**config.mk**
```make
export PLATFORM = sky130hd
export DESIGN_NAME = ols_ctrl
export DESIGN_NICKNAME = d
export VERILOG_FILES = /design/src/hdl/ols_pkg.sv /design/src/hdl/ols_ctrl.sv
export SDC_FILE = /design/constraint.sdc
export NUM_CORES = 1
export LEC_CHECK = 0
export BUFFER_PORTS_ARGS = -buffer_cell sky130_fd_sc_hd__buf_2
export CORE_AREA = 2 2 39 41
export CTS_CLUSTER_DIAMETER = 60
export DETAILED_ROUTE_END_ITERATION = 6
export DIE_AREA = 0 0 41 43
export HOLD_SLACK_MARGIN = 0.05
export PLACE_DENSITY_LB_ADDON = 0.15
export SLEW_MARGIN = 25
export SYNTH_ARGS = -nofsm -noshare
export SYNTH_HDL_FRONTEND = slang
export SYNTH_SLANG_ARGS = --single-unit
```
**constraint.sdc**
```tcl
create_clock -name clk_i -period 1.1 [get_ports clk_i]
set_clock_uncertainty 0.05 [all_clocks]
set_input_delay 0.11 -clock clk_i [delete_from_list [all_inputs] [get_ports clk_i]]
set_output_delay 0.11 -clock clk_i [all_outputs]
set_load 0.01 [all_outputs]
```
**src/hdl/ols_pkg.sv**
```systemverilog
package ols_pkg;

  localparam int OP_W     = 3;
  localparam int POS_W    = 6;
  localparam int VAL_W    = 32;
  localparam int STATUS_W = 2;
  localparam int NUM_W    = 7;

  typedef enum logic [OP_W-1:0] {
    OP_APPEND     = 3'd0,
    OP_INSERT     = 3'd1,
    OP_DELETE_AT  = 3'd2,
    OP_DELETE_VAL = 3'd3,
    OP_FIND       = 3'd4
  } op_e;

  typedef enum logic [STATUS_W-1:0] {
    ST_OK        = 2'd0,
    ST_RANGE     = 2'd1,
    ST_FULL      = 2'd2,
    ST_NOT_FOUND = 2'd3
  } status_e;

  typedef enum logic {
    S_IDLE = 1'b0,
    S_SCAN = 1'b1
  } state_e;

  typedef struct packed {
    logic load;
    logic scan;
    logic commit;
  } ols_cmd_t;

  typedef struct packed {
    logic scan_done;
  } ols_stat_t;

endpackage

```
**src/hdl/ols_ctrl.sv**
```systemverilog
module ols_ctrl import ols_pkg::*; (
  input  logic      clk_i,
  input  logic      rst_ni,
  input  logic      req_valid_i,
  output logic      req_ready_o,
  output logic      rsp_valid_o,
  input  logic      rsp_ready_i,
  input  ols_stat_t stat_i,
  output ols_cmd_t  cmd_o
);

  state_e state_q, state_d;
  logic   rsp_valid_q, rsp_valid_d;
  logic   out_free;

  assign out_free    = !rsp_valid_q || rsp_ready_i;
  assign rsp_valid_o = rsp_valid_q;

  always_comb begin
    state_d     = state_q;
    cmd_o       = '0;
    req_ready_o = (state_q == S_IDLE);
    rsp_valid_d = rsp_valid_q && !rsp_ready_i;
    unique case (state_q)
      S_IDLE: begin
        if (req_valid_i) begin
          cmd_o.load = 1'b1;
          state_d    = S_SCAN;
        end
      end
      S_SCAN: begin
        cmd_o.scan = 1'b1;
        if (stat_i.scan_done && out_free) begin
          cmd_o.commit = 1'b1;
          rsp_valid_d  = 1'b1;
          state_d      = S_IDLE;
        end
      end
      default: state_d = S_IDLE;
    endcase
  end

  always_ff @(posedge clk_i or negedge rst_ni) begin
    if (!rst_ni) begin
      state_q     <= S_IDLE;
      rsp_valid_q <= 1'b0;
    end else begin
      state_q     <= state_d;
      rsp_valid_q <= rsp_valid_d;
    end
  end

endmodule

```
Word-level counts from Yosys, hierarchy flattened
Index checks and enable logic that the tools add are counted.

storage, ports and cells
  flip-flop bits (word level) = 2
  input bits = 5
  output and inout bits = 5
  word-level logic and storage cells = 16

cells by class
  mux-type cells = 8
  bitwise gates (word level) = 1
  reductions and logical operators = 5

operators by type and width
  kind                 number
  $mux W1              6
  $logic_and A1 B1 Y1  2
  $logic_not A1 Y1     2
  $mux W2              1
  $pmux W1 S2          1
  $logic_or A1 B1 Y1   1
  $not A1 Y1           1

Longest topological paths before layout
Gate-level depths: netlist of run 1.

  depth after elaboration = 5
  mapped depth = 2

Worst setup path after synthesis of run 1
OpenSTA, ideal clock, no wires.

  path kind = register to output
  start point = register rsp_valid_q, in the netlist rsp_valid_o
  end point = output cmd_o[0] (netlist bit)
  data arrival time = 0.716 ns
  path slack = 0.224 ns
  cell stages (with the launch flop) = 3
  path buffers = 0
  cells stage by stage = dfrtp_1 -> nand2b_4 -> nor2b_1

RTL lines
  element                 line            text
  start, declared         ols_ctrl.sv:13  logic rsp_valid_q, rsp_valid_d;
  start signal, assigned  ols_ctrl.sv:49  rsp_valid_q <= rsp_valid_d;
  end, declared           ols_ctrl.sv:9   output ols_cmd_t cmd_o

==> key figures, run 1 <==
Run status
  – Status: finished, final reports clean

Logic synthesis
  – Yosys top cell area share: 46.5%
  – Main combinational cell family by area after synthesis: simple AND/OR/NAND/NOR gates
  – Post-synthesis compound-gate area fraction: 5.81%
  – Syn_nets: 16
  – Top cell type by total area after synthesis: dfrtp_1
  – YS warnings: 0
  – Unique masters post-synth: 9
  – Dominant cells by area after synthesis: dfrtp_1 (47%), nand2b_4 (13%), and2b_2 (8.1%)
  – Cell count after synthesis: 11
  – Register area share after synthesis: 46.5%
  – Post-Synth Adder-Cell Area: 0%
  – Syn_area_per_cell: just under 10 sq um
  – Register bit total from synthesis: 2
  – Synth Area in Simple Gates: about 37%
  – Synth Area in XOR/XNOR: 0%
  – Mux contribution to synthesized area: 0%
  – Netlist Area Pre-Place: 108 sq um

Global route
  – Initial antenna violation count: 0
  – GRT Total Usage: 4.12%
  – Vias in the first global route: 118
  – Pin count of the biggest net entering global routing: 5
  – First-pass GRT wire length: between 400 and 500 um
  – Remaining Overflow, GRT: 0

Pwr
  – Pwr Density: 1640 nW/um^2
  – Max VDD drop: 0.279 mV
  – Total power: 377 uW
  – Leak pwr: 0.125 nW

Cells and area
  – Design Area, Final: 229 sq um
  – Most frequent cells in the layout: buf_2 (8), clkbuf_4 (3)
  – Ant. Diodes: 0
  – Commonest non-fill, non-tap cell in the layout: buf_2
  – Post-Layout Cell Count: 42
  – Fraction of layout cells with a size suffix above 1: approximately three fifths
  – Area grow syn2layout: 113%
  – Layout Utilization: 16.5%
  – Filler cell count: 166
  – Final #Nets: 33

Floorplan
  – Die ar.: approximately 1800 sq um
  – # rows: 14
  – Std-Cell Core Area: 1380 sq um
  – Die Wd: roughly 40 um
  – Die Ht: about 43 um
  – Top Ports: 10
  – Starting density of the core: 7.78%

Clock tree
  – Reg clk slew, reported paths: 0.03 ns
  – Clock root buffer master: clkbuf_4
  – CTS Buf Count: 3
  – TritonCTS clock tree: done
  – CTS H-tree lvls: 1
  – Worst-case clock buffer depth: 2
  – Clk_lat worst skew: 0.22 ns
  – Clock sink count: 2

Flow run
  – Max-cap violations: 0

STA
  – RSZ-0062 raised after global routing: true
  – Final min period: 1.10 ns
  – Fin crit share: around 100%
  – Final hold slack: about 0.095 ns
  – Slew HR: 90.1%
  – FMAX: 912 MHz
  – Hold Fails Final Rpt: 0
  – Setup TNS: 0 ns
  – Worst setup slack after layout: 0.00323 ns
  – Slew Limit Fails: 0
  – Final setup violation count: 0
  – Slew at the pin closest to its max-slew limit: 0.147 ns

Hold path
  – HP Class: in2reg

Worst setup path
  – Crit Path Class: reg2out
  – Crit end category: output port
  – Crit path max-delay cell type: dfrtp_1
  – Max Fanout on Critical Path: 2
  – CP max stage delay: a little under 0.4 ns
  – CP startpoint kind: flop
  – WP data arrival: between 0.9 and 1 ns
  – Ordered cell list for the critical path: nand2b_4 > nor2b_1 > buf_2
  – CP required: roughly 0.94 ns

Route
  – Iteration-0 DRC Markers: 0
  – DR DRC count: 0
  – Vias per Instance: 2.93
  – Avg WL per Cell: between 7 and 8 um
  – Final antenna-violating net count: 0
  – DRT Pass-1 Iters: 1
  – Post-Route WL: 305 um
  – Total number of vias: 123

Placement
  – Placer congestion estimate: 0.561
  – DP Worst Slack: 0.189 ns
  – PortBufs: 9
  – Placement Cell Area: 165 sq um
  – Dpl cells: 35
report_power, final:
part | switching, mW | total, mW | internal, mW
registers | 0.0116 | 0.0995 | 0.0879
clock network | 0.0393 | 0.159 | 0.120
logic | 0.0520 | 0.118 | 0.0657
total | 0.103 | 0.377 | 0.274
worst paths after layout:
path | from | to | slack [ns] | depth (start not counted)
max in group asynchronous | rst_ni | rsp_valid_o | 0.76 | 2
hold reg to reg | state_q | rsp_valid_o | 0.48 | 2
min in group asynchronous | rst_ni | state_q | 0.15 | 2
hold / removal | stat_i | rsp_valid_o | 0.1 | 3
setup reg to reg | rsp_valid_o | state_q | 0.24 | 3
setup / recovery | rsp_valid_o | cmd_o[0] | 0.003 | 3
cells in the mapped netlist:
cell,count
nor2_1,1
inv_1,1
a31oi_1,1
nand2_1,2
buf_4,1
and2b_2,1
nand2b_4,1
nor2b_1,1
dfrtp_1,2
sequential cells by signal (all words and copies together), names as in the netlist:
register / flops
state_q: 1
rsp_valid_o: 1
layout make-up:
class                           instances  area (sq um)  area share (%)
Timing Repair Buffer                   13          86.3            37.7
Multi-Input combinational cell          7          46.3            20.2
Clock buffer                            3          22.5            9.84
Sequential cell                         2          50.0            21.9
Tap cell                               16          20.0            8.74
Inverter                                1          3.75            1.64
worst max-delay path: cells and delay by family, from the launching register on:
family | cells | cell delay (ns)
buf+inv | 1 | 0.13
flops | 1 | 0.39
simple gates | 2 | 0.20
kinds of logic after synthesis:
family | after synthesis
compound gates | 1
buf+inv | 2
flops | 2
simple gates | 6
layer usage:
metal	track usage, %	wire length [um]	up-vias	part of all wire (%)
met3	1.57	31	0	10
li1	-	-	64	-
met5	0	0	-	0
met1	4.82	130	52	43
met2	3.44	143	7	47
met4	8.00	0	0	0
repair_timing:
action	in CTS	in global routing
endpoints found under the hold margin	3	0
hold buffers	2	0
endpoints found under the setup margin	2	3
resized for setup	1	0
buffers inserted	2	0
(Power assumes the default switching activity.)
==> inputs of run 2 (changes only) <==
--- a/config.mk
+++ b/config.mk
@@ -5,11 +5,13 @@
 export SDC_FILE = /design/constraint.sdc
 export NUM_CORES = 1
 export LEC_CHECK = 0
+export ABC_AREA = 1
 export BUFFER_PORTS_ARGS = -buffer_cell sky130_fd_sc_hd__buf_2
 export CORE_AREA = 2 2 39 41
 export CTS_CLUSTER_DIAMETER = 60
 export DETAILED_ROUTE_END_ITERATION = 6
 export DIE_AREA = 0 0 41 43
+export GPL_TIMING_DRIVEN = 0
 export HOLD_SLACK_MARGIN = 0.05
 export PLACE_DENSITY_LB_ADDON = 0.15
 export SLEW_MARGIN = 25
==> run 2 against run 1 <==
The flow now finishes with violations (negative setup slack). Clock power is 4% higher. Worst setup slack worse by 0.014 ns. Cell area is 2.7% lower. Sequential cell count stayed put. Die area stayed put. First-iteration DRC count stayed put. Critical path type unchanged. Largest cell class unchanged.
==> key figures, run 2 <==
Pwr
  – Seq pwr share: 27.1% (+0.7 points)
  – Total power: 386 uW (+2.6%)
  – Combinational share of power: 30.2% (-1.1 points)
  – Leak pwr: 0.129 nW (+3.8%)
  – Sw Share: 29.7% (+2.4 points)
  – Int Pwr: 272 uW (-0.77%)
  – Psw: 115 uW (+12%)
  – Clock share of power: 42.6% (+0.3 points)
  – Max VDD drop: 0.542 mV (+94%)
  – Pwr Density: 1730 nW/um^2 (+5.5%)

Logic synthesis
  – Main flop type after synthesis: dfrtp_1
  – Top cell type by total area after synthesis: dfrtp_1
  – Register area share after synthesis: 44.9% (-1.6 points)
  – Mux contribution to synthesized area: 0% (unchanged)
  – Cell count after synthesis: 14 (+3)
  – Asr flop ratio synth: 100% (unchanged)
  – Main combinational cell family by area after synthesis: buffers and inverters
  – Most common cell in the netlist: inv_1
  – Register bit total from synthesis: 2 (unchanged)
  – Synth Area in XOR/XNOR: 0% (unchanged)
  – Unique masters post-synth: 8 (-1)
  – Syn_nets: 19 (+3)
  – Yosys top cell area share: 44.9% (-1.6 points)
  – Syn_area_per_cell: 7.95 sq um (-19%)
  – YS warnings: 0 (unchanged)
  – Synth cell count leaders: inv_1 (3), a21oi_2 (2), dfrtp_1 (2), nand2_1 (2), nor2_1 (2)
  – Number of synthesized flops with an enable pin: 0 (unchanged)
  – Post-Synth Adder-Cell Area: 0% (unchanged)
  – Dominant cells by area after synthesis: dfrtp_1 (45%), a21oi_2 (16%), inv_1 (10%)
  – Post-synthesis compound-gate area fraction: 15.7% (+9.9 points)
  – Netlist Area Pre-Place: 111 sq um (+3.5%)
  – Synth Area in Simple Gates: 19.1% (-18 points)

Global route
  – First-pass GRT wire length: 400 um (-1.7%)
  – Pin count of the biggest net entering global routing: 6 (+1)
  – Remaining Overflow, GRT: 0 (unchanged)
  – GRT Total Usage: 4.42% (+0.31 points)
  – Initial antenna violation count: 0 (unchanged)
  – Vias in the first global route: 115 (-2.5%)

Placement
  – PortBufs: 9 (unchanged)
  – Dpl cells: 39 (+11%)
  – Placer congestion estimate: 0.603 (+7.4%)
  – Detail Placement HPWL: 224 um
  – DP Worst Slack: 0.188 ns (-0.00113 ns)

Floorplan
  – Std-Cell Core Area: 1380 sq um (unchanged)
  – # rows: 14 (unchanged)
  – Top Ports: 10 (unchanged)
  – Die Wd: 41 um (unchanged)
  – Starting density of the core: 8.05% (+0.27 points)
  – Die Ht: 43 um (unchanged)
  – Die ar.: 1760 sq um (unchanged)

STA
  – Slew Limit Fails: 0 (unchanged)
  – FMAX: 901 MHz (-1.2%)
  – Slew at the pin closest to its max-slew limit: 0.172 ns (+0.0241 ns)
  – Slew HR: 88.6% (-1.6 points)
  – Final setup violation count: 1 (+1)
  – Hold Fails Final Rpt: 0 (unchanged)
  – Fin crit share: 101% (+1.2 points)
  – Worst setup slack after layout: -0.0103 ns (-0.0135 ns)
  – Final hold slack: 0.107 ns (+0.0121 ns)
  – Final min period: 1.11 ns (+0.0135 ns)
  – RSZ-0062 raised after global routing: true

Flow run
  – Max-cap violations: 0 (unchanged)

Worst setup path
  – WP data arrival: 0.95 ns (about the same)
  – Worst r2r path cells: 4 (+1)
  – Crit Path Class: reg2out
  – Max Fanout on Critical Path: 5 (+3)
  – CP required: 0.94 ns (about the same)
  – Crit end category: output port
  – CP startpoint kind: flop

Clock tree
  – CTS H-tree lvls: 1 (unchanged)
  – TritonCTS clock tree: done
  – Clock root buffer master: clkbuf_4
  – Worst-case clock buffer depth: 2 (unchanged)
  – CTS Buf Count: 3 (unchanged)
  – Clk_lat worst skew: 0.22 ns (about the same)
  – Reg clk slew, reported paths: 0.03 ns (about the same)
  – Clock sink count: 2 (unchanged)

Cells and area
  – Filler cell count: 155 (-6.6%)
  – Most frequent cells in the layout: buf_2 (8), inv_1 (3), clkbuf_4 (3)
  – Fraction of layout cells with a size suffix above 1: 64.3% (+2.7 points)
  – Commonest non-fill, non-tap cell in the layout: buf_2
  – Area grow syn2layout: 100%
  – Final #Nets: 35 (+6.1%)
  – Ant. Diodes: 0 (unchanged)
  – Layout Utilization: 16.1% (-0.45 points)
  – Post-Layout Cell Count: 44 (+4.8%)

Hold path
  – Worst hold stages: 3 (unchanged)
  – HP Class: in2reg

Route
  – Post-Route WL: 299 um (-2.0%)
  – Iteration-0 DRC Markers: 0 (unchanged)
  – Avg WL per Cell: 6.80 um (-6.4%)
  – Final antenna-violating net count: 0 (unchanged)
  – DR DRC count: 0 (unchanged)
  – DRT Pass-1 Iters: 1 (unchanged)
  – Vias per Instance: 2.84 (-3.0%)
  – Total number of vias: 125 (+1.6%)

Run status
  – Status: finished, violations left
  – Failing checks: negative setup slack
==> run 2: cell type report <==
cell class / count / area, sq um / share of cell area [%]
Buffer: 1 / 7.51 / 3.37
Sequential cell: 2 / 50.0 / 22.5
Timing Repair Buffer: 11 / 68.8 / 30.9
Inverter: 4 / 15.0 / 6.74
Tap cell: 16 / 20.0 / 8.99
Multi-Input combinational cell: 7 / 38.8 / 17.4
Clock buffer: 3 / 22.5 / 10.1
==> run 2: kinds of logic after synthesis <==
logic type / Yosys count
AO/OA/AOI/OAI: 2
AND/OR/NAND/NOR: 5
flip-flops: 2
buffers and inverters: 5
==> run 2: metal layers <==
layer | up-vias | wire (um) | part of all wire, % | global-route usage, %
li1 | 68 | - | - | -
met1 | 48 | 142 | 47 | 4.19
met2 | 9 | 121 | 40 | 4.06
met3 | 0 | 35 | 12 | 1.57
met4 | 0 | 0 | 0 | 10.0
met5 | - | 0 | 0 | 0
==> run 2: critical path: stages, from the launching register on <==
cell and delay [ns]:
dfrtp_1 0.41, nand2_2 0.08, a21oi_2 0.10, buf_2 0.14
==> run 2: final timing paths <==
check | startpoint | end | slack [ns]
worst max register to register | state_q | state_q | 0.22
worst min register to register | rsp_valid_o | rsp_valid_o | 0.53
worst max-delay path | state_q | cmd_o[0] | -0.01
worst min-delay path | req_valid_i | state_q | 0.11
max in group asynchronous | rst_ni | rsp_valid_o | 0.76
min in group asynchronous | rst_ni | state_q | 0.15
==> run 2: repair_timing <==
action	CTS	global route
setup endpoints to repair	1	2
gates resized for setup	0	1
setup buffers	1	0
endpoints found under the hold margin	2	0
hold buffers	1	0
pin swaps	1	0
==> run 2: power by group through the flow <==
stage | clock, mW | sequential (mW) | combinational [mW]
global route | 0.184 | 0.107 | 0.130
detailed placement | 0 | 0.106 | 0.0986
global placement | 0 | 0.104 | 0.0987
CTS | 0.178 | 0.105 | 0.108
finish | 0.165 | 0.105 | 0.117
floorplan | 0 | 0.106 | 0.0550
==> run 2: per-stage QoR <==
| stage | instance area (sq um) | TNS, ns |
|---|---|---|
| after CTS | 216 | -0.0312 |
| after global placement | 176 | 0 |
| after detailed placement | 176 | 0 |
| final | 223 | -0.0103 |
| after floorplan | 111 | 0 |
| after global routing | 223 | -0.0709 |
